<file path="config.mk">
export PLATFORM = sky130hd
export DESIGN_NAME = rc_frame_stick_decoder
export DESIGN_NICKNAME = d
export VERILOG_FILES = /design/src/rcfsd_pkg.sv /design/src/rcfsd_regs.sv /design/src/rcfsd_lane.sv /design/src/rcfsd_gesture.sv /design/src/rc_frame_stick_decoder.sv
export SDC_FILE = /design/constraint.sdc
export NUM_CORES = 1
export LEC_CHECK = 0
export ABC_AREA = 1
export BUFFER_PORTS_ARGS = -buffer_cell sky130_fd_sc_hd__clkbuf_2
export CAP_MARGIN = 20
export CORE_MARGIN = 1.5
export CORE_UTILIZATION = 45
export CTS_BUF_LIST = sky130_fd_sc_hd__clkbuf_2 sky130_fd_sc_hd__clkbuf_4 sky130_fd_sc_hd__clkbuf_8
export CTS_CLUSTER_SIZE = 30
export DETAILED_ROUTE_END_ITERATION = 8
export GPL_ROUTABILITY_DRIVEN = 0
export PLACE_DENSITY = 0.75
export SLEW_MARGIN = 20
export SYNTH_ARGS = -nofsm -noshare
export SYNTH_HDL_FRONTEND = slang
export SYNTH_SLANG_ARGS = --single-unit
</file>
<file path="constraint.sdc">
create_clock -name aclk -period 11.09 [get_ports aclk]
set_input_delay 1.6635 -clock aclk [delete_from_list [all_inputs] [get_ports aclk]]
set_output_delay 1.6635 -clock aclk [all_outputs]
set_load 0.1 [all_outputs]
</file>
<file path="src/rcfsd_pkg.sv">
package rcfsd_pkg;

    // Frame delimiters
    localparam logic [7:0] HEADER_BYTE  = 8'hFE;
    localparam logic [7:0] TRAILER_BYTE = 8'hFA;

    // Register reset values
    localparam logic [7:0] HOLD_LIMIT_RST = 8'd80;
    localparam logic [7:0] LOW_THRESH_RST = 8'h3A;
    localparam logic [7:0] HIGH_THRESH_RST = 8'hBA;

    // Register map, word index
    typedef enum logic [1:0] {
        REG_HOLD_LIMIT  = 2'd0,
        REG_LOW_THRESH  = 2'd1,
        REG_HIGH_THRESH = 2'd2
    } reg_idx_t;

    localparam int PULSE_W = 11;
    localparam int NUM_LANES = 4;

    // Lane order: throttle, yaw, pitch, roll
    localparam int LANE_THROTTLE = 0;
    localparam int LANE_YAW      = 1;
    localparam int LANE_PITCH    = 2;
    localparam int LANE_ROLL     = 3;

    // Division by 235 as multiply by reciprocal and shift; exact for
    // numerators below 2^18 (error term 86 * 2^18 < 2^26).
    localparam int RECIP_SHIFT = 26;
    localparam longint RECIP = 285570;
    localparam int PROD_W = 36;

    // Each mapping rewritten as floor((u*m + b)/235) + c, u = x or 255-x,
    // with b in 0..234 so the numerator stays non-negative.
    localparam longint MUL_800 = 800 * RECIP;
    localparam longint MUL_600 = 600 * RECIP;
    localparam longint BIAS_225 = 225 * RECIP;
    localparam longint BIAS_110 = 110 * RECIP;

    typedef struct packed {
        logic                invert;
        logic [PROD_W-1:0]   mult;
        logic [PROD_W-1:0]   bias;
        logic [PULSE_W-1:0]  base;
    } lane_const_t;

    localparam lane_const_t LANE_CONST [NUM_LANES] = '{
        '{1'b0, PROD_W'(MUL_800), PROD_W'(BIAS_225), PULSE_W'(1065)},
        '{1'b1, PROD_W'(MUL_800), PROD_W'(BIAS_225), PULSE_W'(1065)},
        '{1'b1, PROD_W'(MUL_600), PROD_W'(BIAS_110), PULSE_W'(1174)},
        '{1'b0, PROD_W'(MUL_600), PROD_W'(BIAS_110), PULSE_W'(1174)}
    };

    // Live configuration
    typedef struct packed {
        logic [7:0] hold_limit;
        logic [7:0] low_thresh;
        logic [7:0] high_thresh;
    } cfg_t;

    // Gesture request pulses for the current frame
    typedef struct packed {
        logic cal;
        logic arm;
    } gest_t;

endpackage

</file>
<file path="src/rcfsd_regs.sv">
module rcfsd_regs (
    input  logic                aclk,
    input  logic                aresetn,
    input  logic                psel,
    input  logic                penable,
    input  logic                pwrite,
    input  logic [3:0]          paddr,
    input  logic [31:0]         pwdata,
    output logic [31:0]         prdata,
    output logic                pready,
    output rcfsd_pkg::cfg_t     cfg
);

    rcfsd_pkg::cfg_t cfg_reg;
    rcfsd_pkg::cfg_t cfg_next;
    logic            wr_en;
    logic [1:0]      idx;

    assign pready = 1'b1;
    assign idx    = paddr[3:2];
    assign wr_en  = psel && penable && pwrite;

    // Register write decode
    always_comb begin
        cfg_next = cfg_reg;
        if (wr_en) begin
            case (idx)
                rcfsd_pkg::REG_HOLD_LIMIT:  cfg_next.hold_limit  = pwdata[7:0];
                rcfsd_pkg::REG_LOW_THRESH:  cfg_next.low_thresh  = pwdata[7:0];
                rcfsd_pkg::REG_HIGH_THRESH: cfg_next.high_thresh = pwdata[7:0];
                default: cfg_next = cfg_reg;
            endcase
        end
    end

    always_ff @(posedge aclk) begin
        if (!aresetn) begin
            cfg_reg.hold_limit  <= rcfsd_pkg::HOLD_LIMIT_RST;
            cfg_reg.low_thresh  <= rcfsd_pkg::LOW_THRESH_RST;
            cfg_reg.high_thresh <= rcfsd_pkg::HIGH_THRESH_RST;
        end else begin
            cfg_reg <= cfg_next;
        end
    end

    // Read mux
    always_comb begin
        case (idx)
            rcfsd_pkg::REG_HOLD_LIMIT:  prdata = {24'd0, cfg_reg.hold_limit};
            rcfsd_pkg::REG_LOW_THRESH:  prdata = {24'd0, cfg_reg.low_thresh};
            rcfsd_pkg::REG_HIGH_THRESH: prdata = {24'd0, cfg_reg.high_thresh};
            default:                    prdata = 32'd0;
        endcase
    end

    assign cfg = cfg_reg;

endmodule

</file>
<file path="src/rcfsd_lane.sv">
module rcfsd_lane (
    input  logic [7:0]                         stick,
    input  rcfsd_pkg::lane_const_t             lane_const,
    output logic [rcfsd_pkg::PULSE_W-1:0]      pulse
);

    logic [7:0]                   u;
    logic [rcfsd_pkg::PROD_W-1:0] prod;
    logic [rcfsd_pkg::PROD_W-1:0] sum;
    logic [rcfsd_pkg::PROD_W-rcfsd_pkg::RECIP_SHIFT-1:0] quot;

    // Falling ranges run on 255 - x so the numerator stays positive
    assign u    = lane_const.invert ? ~stick : stick;
    assign prod = rcfsd_pkg::PROD_W'(u) * lane_const.mult;
    assign sum  = prod + lane_const.bias;
    assign quot = sum[rcfsd_pkg::PROD_W-1:rcfsd_pkg::RECIP_SHIFT];
    assign pulse = rcfsd_pkg::PULSE_W'(quot) + lane_const.base;

endmodule

</file>
<file path="src/rcfsd_gesture.sv">
module rcfsd_gesture (
    input  logic             aclk,
    input  logic             aresetn,
    input  logic             frame_en,
    input  logic [7:0]       throttle,
    input  logic [7:0]       yaw,
    input  rcfsd_pkg::cfg_t  cfg,
    output rcfsd_pkg::gest_t gest
);

    logic [7:0] cal_cnt_reg;
    logic [7:0] cal_cnt_next;
    logic [7:0] arm_cnt_reg;
    logic [7:0] arm_cnt_next;
    logic [7:0] cal_inc;
    logic [7:0] arm_inc;
    logic       thr_low;
    logic       cal_hold;
    logic       arm_hold;

    assign thr_low  = throttle < cfg.low_thresh;
    assign cal_hold = thr_low && (yaw < cfg.low_thresh);
    assign arm_hold = thr_low && (yaw > cfg.high_thresh) && !cal_hold;
    assign cal_inc  = cal_cnt_reg + 8'd1;
    assign arm_inc  = arm_cnt_reg + 8'd1;

    // Hold counters; pulse and restart once the limit is exceeded
    always_comb begin
        cal_cnt_next = cal_cnt_reg;
        arm_cnt_next = arm_cnt_reg;
        gest.cal     = 1'b0;
        gest.arm     = 1'b0;
        if (frame_en) begin
            if (cal_hold) begin
                if (cal_inc > cfg.hold_limit) begin
                    cal_cnt_next = 8'd0;
                    gest.cal     = 1'b1;
                end else begin
                    cal_cnt_next = cal_inc;
                end
            end else if (arm_hold) begin
                if (arm_inc > cfg.hold_limit) begin
                    arm_cnt_next = 8'd0;
                    gest.arm     = 1'b1;
                end else begin
                    arm_cnt_next = arm_inc;
                end
            end else begin
                cal_cnt_next = 8'd0;
                arm_cnt_next = 8'd0;
            end
        end
    end

    always_ff @(posedge aclk) begin
        if (!aresetn) begin
            cal_cnt_reg <= 8'd0;
            arm_cnt_reg <= 8'd0;
        end else begin
            cal_cnt_reg <= cal_cnt_next;
            arm_cnt_reg <= arm_cnt_next;
        end
    end

endmodule

</file>
<file path="src/rc_frame_stick_decoder.sv">
// RC frame stick decoder.
// Input stream (s_*): one transfer per received frame carrying header, four
// stick bytes and trailer. Output stream (m_*): one transfer per input
// transfer with the held pulse widths, the gesture request flags and, in
// m_tuser, frame_ok.
// A frame with header 0xFE and trailer 0xFA updates the four pulse values
// through four parallel scaling lanes (constant reciprocal multiply) and
// advances the calibrate/arm hold counters; other frames leave them as held.
// The result is registered at the edge the frame is accepted. Throughput is
// one frame per cycle while m_tready keeps up; the single output register
// is refilled in the same cycle it drains, so s_tready = !m_tvalid | m_tready.
// If the receiver stalls, the result holds and s_tready drops until taken.
// Reset (aresetn low, synchronous) clears pulses and counters to zero,
// empties the output register and restores the registers to 80, 0x3A, 0xBA.
// APB registers: 0x0 hold limit, 0x4 low threshold, 0x8 high threshold.
module rc_frame_stick_decoder (
    input  logic        aclk,
    input  logic        aresetn,
    // APB configuration
    input  logic        psel,
    input  logic        penable,
    input  logic        pwrite,
    input  logic [3:0]  paddr,
    input  logic [31:0] pwdata,
    output logic [31:0] prdata,
    output logic        pready,
    // Frame input
    input  logic        s_tvalid,
    output logic        s_tready,
    // [7:0] header_byte, [15:8] pitch_byte, [23:16] roll_byte,
    // [31:24] throttle_byte, [39:32] yaw_byte, [47:40] trailer_byte
    input  logic [47:0] s_tdata,
    // Result output
    output logic        m_tvalid,
    input  logic        m_tready,
    // [10:0] throttle_pulse, [21:11] yaw_pulse, [32:22] pitch_pulse,
    // [43:33] roll_pulse, [44] calibrate_request, [45] arm_request, [47:46] 0
    output logic [47:0] m_tdata,
    // [0] frame_ok
    output logic        m_tuser
);

    rcfsd_pkg::cfg_t  cfg;
    rcfsd_pkg::gest_t gest;

    logic [7:0] header_byte;
    logic [7:0] pitch_byte;
    logic [7:0] roll_byte;
    logic [7:0] throttle_byte;
    logic [7:0] yaw_byte;
    logic [7:0] trailer_byte;
    logic       s_xfer;
    logic       frame_ok;
    logic       frame_en;

    logic [7:0]                  lane_in  [rcfsd_pkg::NUM_LANES];
    logic [rcfsd_pkg::PULSE_W-1:0] lane_out [rcfsd_pkg::NUM_LANES];

    logic [rcfsd_pkg::PULSE_W-1:0] pulse_reg [rcfsd_pkg::NUM_LANES];
    logic                          m_valid_reg;
    logic                          ok_reg;
    logic                          cal_reg;
    logic                          arm_reg;

    assign header_byte   = s_tdata[7:0];
    assign pitch_byte    = s_tdata[15:8];
    assign roll_byte     = s_tdata[23:16];
    assign throttle_byte = s_tdata[31:24];
    assign yaw_byte      = s_tdata[39:32];
    assign trailer_byte  = s_tdata[47:40];

    assign s_tready = !m_valid_reg || m_tready;
    assign s_xfer   = s_tvalid && s_tready;
    assign frame_ok = (header_byte == rcfsd_pkg::HEADER_BYTE) &&
                      (trailer_byte == rcfsd_pkg::TRAILER_BYTE);
    assign frame_en = s_xfer && frame_ok;

    // Configuration registers
    rcfsd_regs u_regs (
        .aclk    (aclk),
        .aresetn (aresetn),
        .psel    (psel),
        .penable (penable),
        .pwrite  (pwrite),
        .paddr   (paddr),
        .pwdata  (pwdata),
        .prdata  (prdata),
        .pready  (pready),
        .cfg     (cfg)
    );

    // Scaling lanes
    assign lane_in[rcfsd_pkg::LANE_THROTTLE] = throttle_byte;
    assign lane_in[rcfsd_pkg::LANE_YAW]      = yaw_byte;
    assign lane_in[rcfsd_pkg::LANE_PITCH]    = pitch_byte;
    assign lane_in[rcfsd_pkg::LANE_ROLL]     = roll_byte;

    for (genvar i = 0; i < rcfsd_pkg::NUM_LANES; i++) begin : g_lane
        rcfsd_lane u_lane (
            .stick      (lane_in[i]),
            .lane_const (rcfsd_pkg::LANE_CONST[i]),
            .pulse      (lane_out[i])
        );
    end

    // Gesture counters
    rcfsd_gesture u_gesture (
        .aclk     (aclk),
        .aresetn  (aresetn),
        .frame_en (frame_en),
        .throttle (throttle_byte),
        .yaw      (yaw_byte),
        .cfg      (cfg),
        .gest     (gest)
    );

    // Merge stage: held pulses double as the output payload
    always_ff @(posedge aclk) begin
        if (!aresetn) begin
            for (int i = 0; i < rcfsd_pkg::NUM_LANES; i++) begin
                pulse_reg[i] <= '0;
            end
        end else if (frame_en) begin
            for (int i = 0; i < rcfsd_pkg::NUM_LANES; i++) begin
                pulse_reg[i] <= lane_out[i];
            end
        end
    end

    // Output register flags and valid
    always_ff @(posedge aclk) begin
        if (!aresetn) begin
            m_valid_reg <= 1'b0;
            ok_reg      <= 1'b0;
            cal_reg     <= 1'b0;
            arm_reg     <= 1'b0;
        end else if (s_xfer) begin
            m_valid_reg <= 1'b1;
            ok_reg      <= frame_ok;
            cal_reg     <= gest.cal;
            arm_reg     <= gest.arm;
        end else if (m_tready) begin
            m_valid_reg <= 1'b0;
        end
    end

    assign m_tvalid = m_valid_reg;
    assign m_tuser  = ok_reg;
    assign m_tdata  = {2'b00, arm_reg, cal_reg,
                       pulse_reg[rcfsd_pkg::LANE_ROLL],
                       pulse_reg[rcfsd_pkg::LANE_PITCH],
                       pulse_reg[rcfsd_pkg::LANE_YAW],
                       pulse_reg[rcfsd_pkg::LANE_THROTTLE]};

    // Checks
    a_one_request: assert property (@(posedge aclk) disable iff (!aresetn)
        m_tvalid |-> !(m_tdata[44] && m_tdata[45]))
        else $error("calibrate and arm requested together");

    a_req_needs_ok: assert property (@(posedge aclk) disable iff (!aresetn)
        (m_tvalid && !m_tuser) |-> (!m_tdata[44] && !m_tdata[45]))
        else $error("request raised on a rejected frame");

    a_payload_only_on_xfer: assert property (@(posedge aclk) disable iff (!aresetn)
        !s_xfer |=> $stable(m_tdata))
        else $error("result payload changed without an input transfer");

endmodule
</file>
After elaboration in Yosys (flattened, before gate mapping). Memories as Yosys holds them, arrays and structs flattened. Cells that the tools add are included.

Word-level logic and storage cells: 81. Bits in writable memories: 44. Bits of input ports: 91. Output and inout port bits: 84. Memories kept: 1. Register bits: 44.

Memories: pulse_reg (words 4, bits a word 11, rd ports 4, clocked after Yosys merged registers in 0, write ports 4, RTL line rc_frame_stick_decoder.sv:59) `logic [rcfsd_pkg::PULSE_W-1:0] pulse_reg [rcfsd_pkg::NUM_LANES];`.

Order comparisons: 5. Bitwise logic cells: 7. Add/sub/neg operators: 10. Equality and inequality tests: 5. Mux-type cells: 22. Multiply operators: 4. Reductions and logical operators: 18.

Operator list (number): $add A36 B25 Y36 const B (2); $add A36 B26 Y36 const B (2); $mul A8 B24 Y32 const B (2); $mul A8 B22 Y30 const B (2); $add A10 B11 Y11 const B (4); $mux W11 (4); $mux W8 (5); $gt A8 B8 Y1 (3); $pmux W8 S3 (1); $add A8 B1 Y8 const B (2); $eq A8 B8 Y1 const B (2); $lt A8 B8 Y1 (2); $not A8 Y8 (2); $mux W1 (11); $reduce_and A2 Y1 (5); $logic_and A1 B1 Y1 (8); $or A1 B1 Y1 (4); $eq A2 B1 Y1 const B (1); $eq A2 B2 Y1 const B (1); $logic_not A1 Y1 (2); $logic_not A2 Y1 (1); $mux W2 (1); $ne A2 B1 Y1 const B (1); $reduce_bool A2 Y1 (1); other kinds (2) (2).

Logic depth before layout (Yosys ltp).
Depth after elaboration: 8. Mapped depth: 37. Depth with buffers taken out: 37.

Modules after synthesis. Synthesis repeated with hierarchy kept, for this count alone.

Cells, all modules: 5734. Area, all modules: 41531.1 um^2.

By module, submodules not included: rcfsd_lane (g_lane[0].u_lane) (times used 1, sequential area each 0.0 um^2, area an instance 9092.5 um^2, cells an instance 1278); rcfsd_lane (g_lane[2].u_lane) (times used 1, sequential area each 0.0 um^2, area an instance 9051.2 um^2, cells an instance 1256); rcfsd_lane (g_lane[3].u_lane) (times used 1, sequential area each 0.0 um^2, area an instance 9029.9 um^2, cells an instance 1243); rcfsd_lane (g_lane[1].u_lane) (times used 1, sequential area each 0.0 um^2, area an instance 8949.8 um^2, cells an instance 1247); rcfsd_gesture (times used 1, sequential area each 320.3 um^2, area an instance 2092.0 um^2, cells an instance 333); rc_frame_stick_decoder (times used 1, sequential area each 1401.3 um^2, area an instance 2000.7 um^2, cells an instance 178); rcfsd_regs (times used 1, sequential area each 480.5 um^2, area an instance 1315.0 um^2, cells an instance 199).

Worst setup path before layout. No wires, ideal clock.

Kind: input to register. Start: input port s_tdata[13]. End: memory pulse_reg[2][9] in the netlist's numbering, data pin. Stages on the path: 34. Setup time: 0.270 ns. Required time: 10.820 ns. Setup slack: 4.559 ns. Data arrival time: 6.261 ns. Path buffers: 0. Cells stage by stage: inv_1 fa_1 inv_1 fa_1 inv_1 fa_1 inv_1 fa_1 inv_1 ha_1 nand2_1 nor2_2 inv_1 nor3_2 nand2_1 nand2_1 nand2_1 nand2_1 nand2_1 nor2_1 nand2_1 nand2_1 nand2_2 nand3_1 nand2_1 ha_1 inv_1 nand3_1 nand2_1 nand2_1 nand2_1 nand2_1 nand2_1 a21oi_1.

RTL lines: start: declaration (RTL line rc_frame_stick_decoder.sv:32) `input logic [47:0] s_tdata,`; end: declaration (RTL line rc_frame_stick_decoder.sv:59).

==> summary.md <==
| Metric | Value |
|---|---|
| Top cells by area, synth | `ha_1, fa_1, nand2_1, inv_1, edfxtp_1` |
| Post-synthesis area per instance | `7.03 um^2` |
| DRT antenna net count | `0` |
| Worst EP required | `11.22 ns` |
| DIE AREA | `about 48000 um^2` |
| Port bufs | `121` |
| Cells after synthesis | `around 3000` |
| RR Startpoint | `m_tvalid` |
| DRC viols | `0` |
| Slew @ Worst Pin | `0.644 ns` |
| Worst setup path end | `pulse_reg[1][8]` |
| Post-synth EDFFs | `44` |
| Row count | `a little under 80` |
| #FFs+latches synth | `88` |
| CTS resizes | `0` |
| Worst Setup SP | `s_tdata[38]` |
| Synth Area in Compound Gates | `under 10%` |
| Mux contribution to synthesized area | `0%` |
| R2R depth | `9` |
| Post-Synth Simple-Gate Area | `between 20% and 30%` |
| R2R Setup Slk | `between 8 and 9 ns` |
| Clock-pin slew on the worst setup and hold paths | `0.10 ns` |
| Maxcap violations | `0` |
| Vias | `18500` |
| Status | `completed` |
| Synth unique cells | `56` |
| Cell taking the most area after synthesis | `ha_1` |
| FILL cells | `4523` |
| WP data arrival | `7.06 ns` |
| Clock skew | `0.0187 ns` |
| I/O pin cnt | `175` |
| Slew Limit Fails | `0` |
| Clock Sinks | `88` |
| Cell Area, Placed | `22100 um^2` |
| First-pass GRT wire length | `83900 um` |
| Kind of critical path | `in2reg` |
| Sequential share of the synthesized area | `10.6%` |
| Critical path capture point type | `flip-flop` |
| Largest family of logic cells by synthesized area | `adder cells` |
| Post-Synth Adder-Cell Area | `38.1%` |
| Hold Violations, Final | `0` |
| All-layer global routing usage | `a little over a fifth` |
| CP max-delay cell | `fa_1` |
| Layout cell share with drive strength beyond 1 | `8.38%` |
| Die H | `218 um` |
| Minimum clock period | `6.93 ns` |
| Core footprint | `roughly 46000 um^2` |
| Total congestion overflow | `0` |
| Crit path max fanout | `5` |
| Slew headroom | `57.0%` |
| Setup bufs post-CTS | `0` |
| Crit start category | `input pin` |
| Setup tns final | `0 ns` |
| Initial antenna violation count | `0` |
| Fraction of registers with async set/reset | `0%` |
| Max incr delay on CP | `~0.67 ns` |
| Worst reg2reg endpoint | `pulse_reg[3][1]` |
| Fin area | `about 22000 um^2` |
| DR WL/cell | `13.7 um` |
| Post-synth top cells | `nand2_1, inv_1, ha_1, nor2_1, fa_1` |
| Ratio of final minimum period to clock period | `around 62%` |
| Unrepaired setup endpoints after global routing | `false` |
| Area Overhead vs Synth | `6.76%` |
| XOR/XNOR Fraction of Synth Area | `around 2.4%` |
| Vias in the first global route | `between 15000 and 20000` |
| DRT Wirelength | `about 51000 um` |
| Die Wd | `218 um` |
| Warning count from the yosys run | `0` |
| Most used DFF post-synth | `edfxtp_1` |
| Root buf cell | `clkbuf_8` |
| Most numerous cell in the Yosys netlist | `nand2_1` |
| Pwr dens | `around 260 nW/um^2` |
| Worst hold path type | `reg2reg` |
| Pin count of the biggest net entering global routing | `45` |
| Clk buf depth | `2` |
| Most used cell, CP | `nand2_1` |
| Fin nets | `3700` |
| Ant diodes | `0` |
| Max FFs per register | `between 40 and 50` |
| Initial Util | `45.8%` |
| Routed vias/inst | `5.02` |
| CTS tree | `done` |
| H-tree levels | `3` |
| Number of DRC markers in iteration 0 | `1037` |
| HPWL after DPL | `44400 um` |
| Peak Freq | `144 MHz` |
| Post-CTS Hold Buffers | `0` |
| Total Power | `5.90 mW` |
| Yosys top cell area share | `20.0%` |
| Initial DRT Pass Iterations | `6` |
| Synthesized area | `20900 um^2` |
| Leak | `12.4 nW` |
| Maximum vdd drop | `137 uV` |
| Worst-Skew Late Latency | `0.39 ns` |
| Final setup viols | `0` |
| Cts bufs inserted | `9` |
[cell type report]
cell class                      instances  area (um^2)  area share, %
Tap cell                              600          751           3.37
Inverter                              632         2370           10.7
Multi-Input combinational cell       2232        16100           72.4
Clock inverter                          7         75.1          0.337
Clock buffer                            9          124          0.556
Timing Repair Buffer                  124          628           2.82
Sequential cell                        88         2200           9.89
[per-stage QoR]
step	instances	worst slack, ns	util (%)	hold WS (ns)
finish	3692	4.16	48.8	0.476
global route	3692	3.67	48.8	0.506
CTS	3692	4.13	48.8	0.473
detailed placement	3676	3.75	48.4	0.459
global placement	3676	3.77	48.4	0.461
floorplan	2992	4.56	-	0.446
[cell usage in the layout, fill, tap and decap left out, drive strengths merged, types with 5 or more instances in the layout]
master	Yosys	layout
ha	333	333
clkbuf	10	130
xor2	38	38
clkinv	2	5
o211ai	19	19
nor2	220	220
xnor2	14	14
dfxtp	44	44
or2	13	13
o21ai	68	68
nand3b	33	33
nor3	22	22
nand4	51	51
inv	630	633
conb	2	27
edfxtp	44	44
o21a	9	9
o21bai	10	10
a21oi	183	183
fa	189	189
a31oi	5	5
nand2	785	785
nand3	171	171
o221ai	7	7
nor4	7	7
[power by group]
part | switching (mW) | internal (mW) | total, mW
combinational | 3.52 | 1.79 | 5.32
clock | 0.141 | 0.0888 | 0.230
sequential | 0.00434 | 0.347 | 0.351
total | 3.67 | 2.23 | 5.90
[critical path, delay by kind of cell]
family / cells / cell delay, ns
buffers and inverters: 6 / 0.57
AO/OA/AOI/OAI: 3 / 0.55
XOR/XNOR: 1 / 0.27
AND/OR/NAND/NOR: 13 / 1.26
adder cells (fa/ha/maj): 6 / 2.72
[cell families (layout without fill, tap and decap cells)]
group	Yosys count	in the layout
fa+ha+maj	522	522
compound gates	322	322
other cells	2	27
buf+inv	672	772
simple gates	1309	1309
xor+xnor	52	52
flops	88	88
[worst min path at each step]
| stage | startpoint | end | slack (ns) | cells past startpoint |
|---|---|---|---|---|
| finish | arm_reg | arm_reg | 0.48 | 2 |
| global route | arm_reg | arm_reg | 0.51 | 2 |
| CTS | arm_reg | arm_reg | 0.47 | 2 |
| detailed placement | arm_reg | arm_reg | 0.46 | 2 |
| global placement | m_tuser | m_tuser | 0.46 | 2 |
| floorplan | arm_reg | arm_reg | 0.45 | 2 |
[metal layers]
metal  GRT usage [%]  share of wire [%]
met5               0                  0
met2            36.3                 46
met4            5.45                2.3
met1            29.9                 48
met3            1.42                4.1
Note: power is estimated with default switching activity, not from simulation.
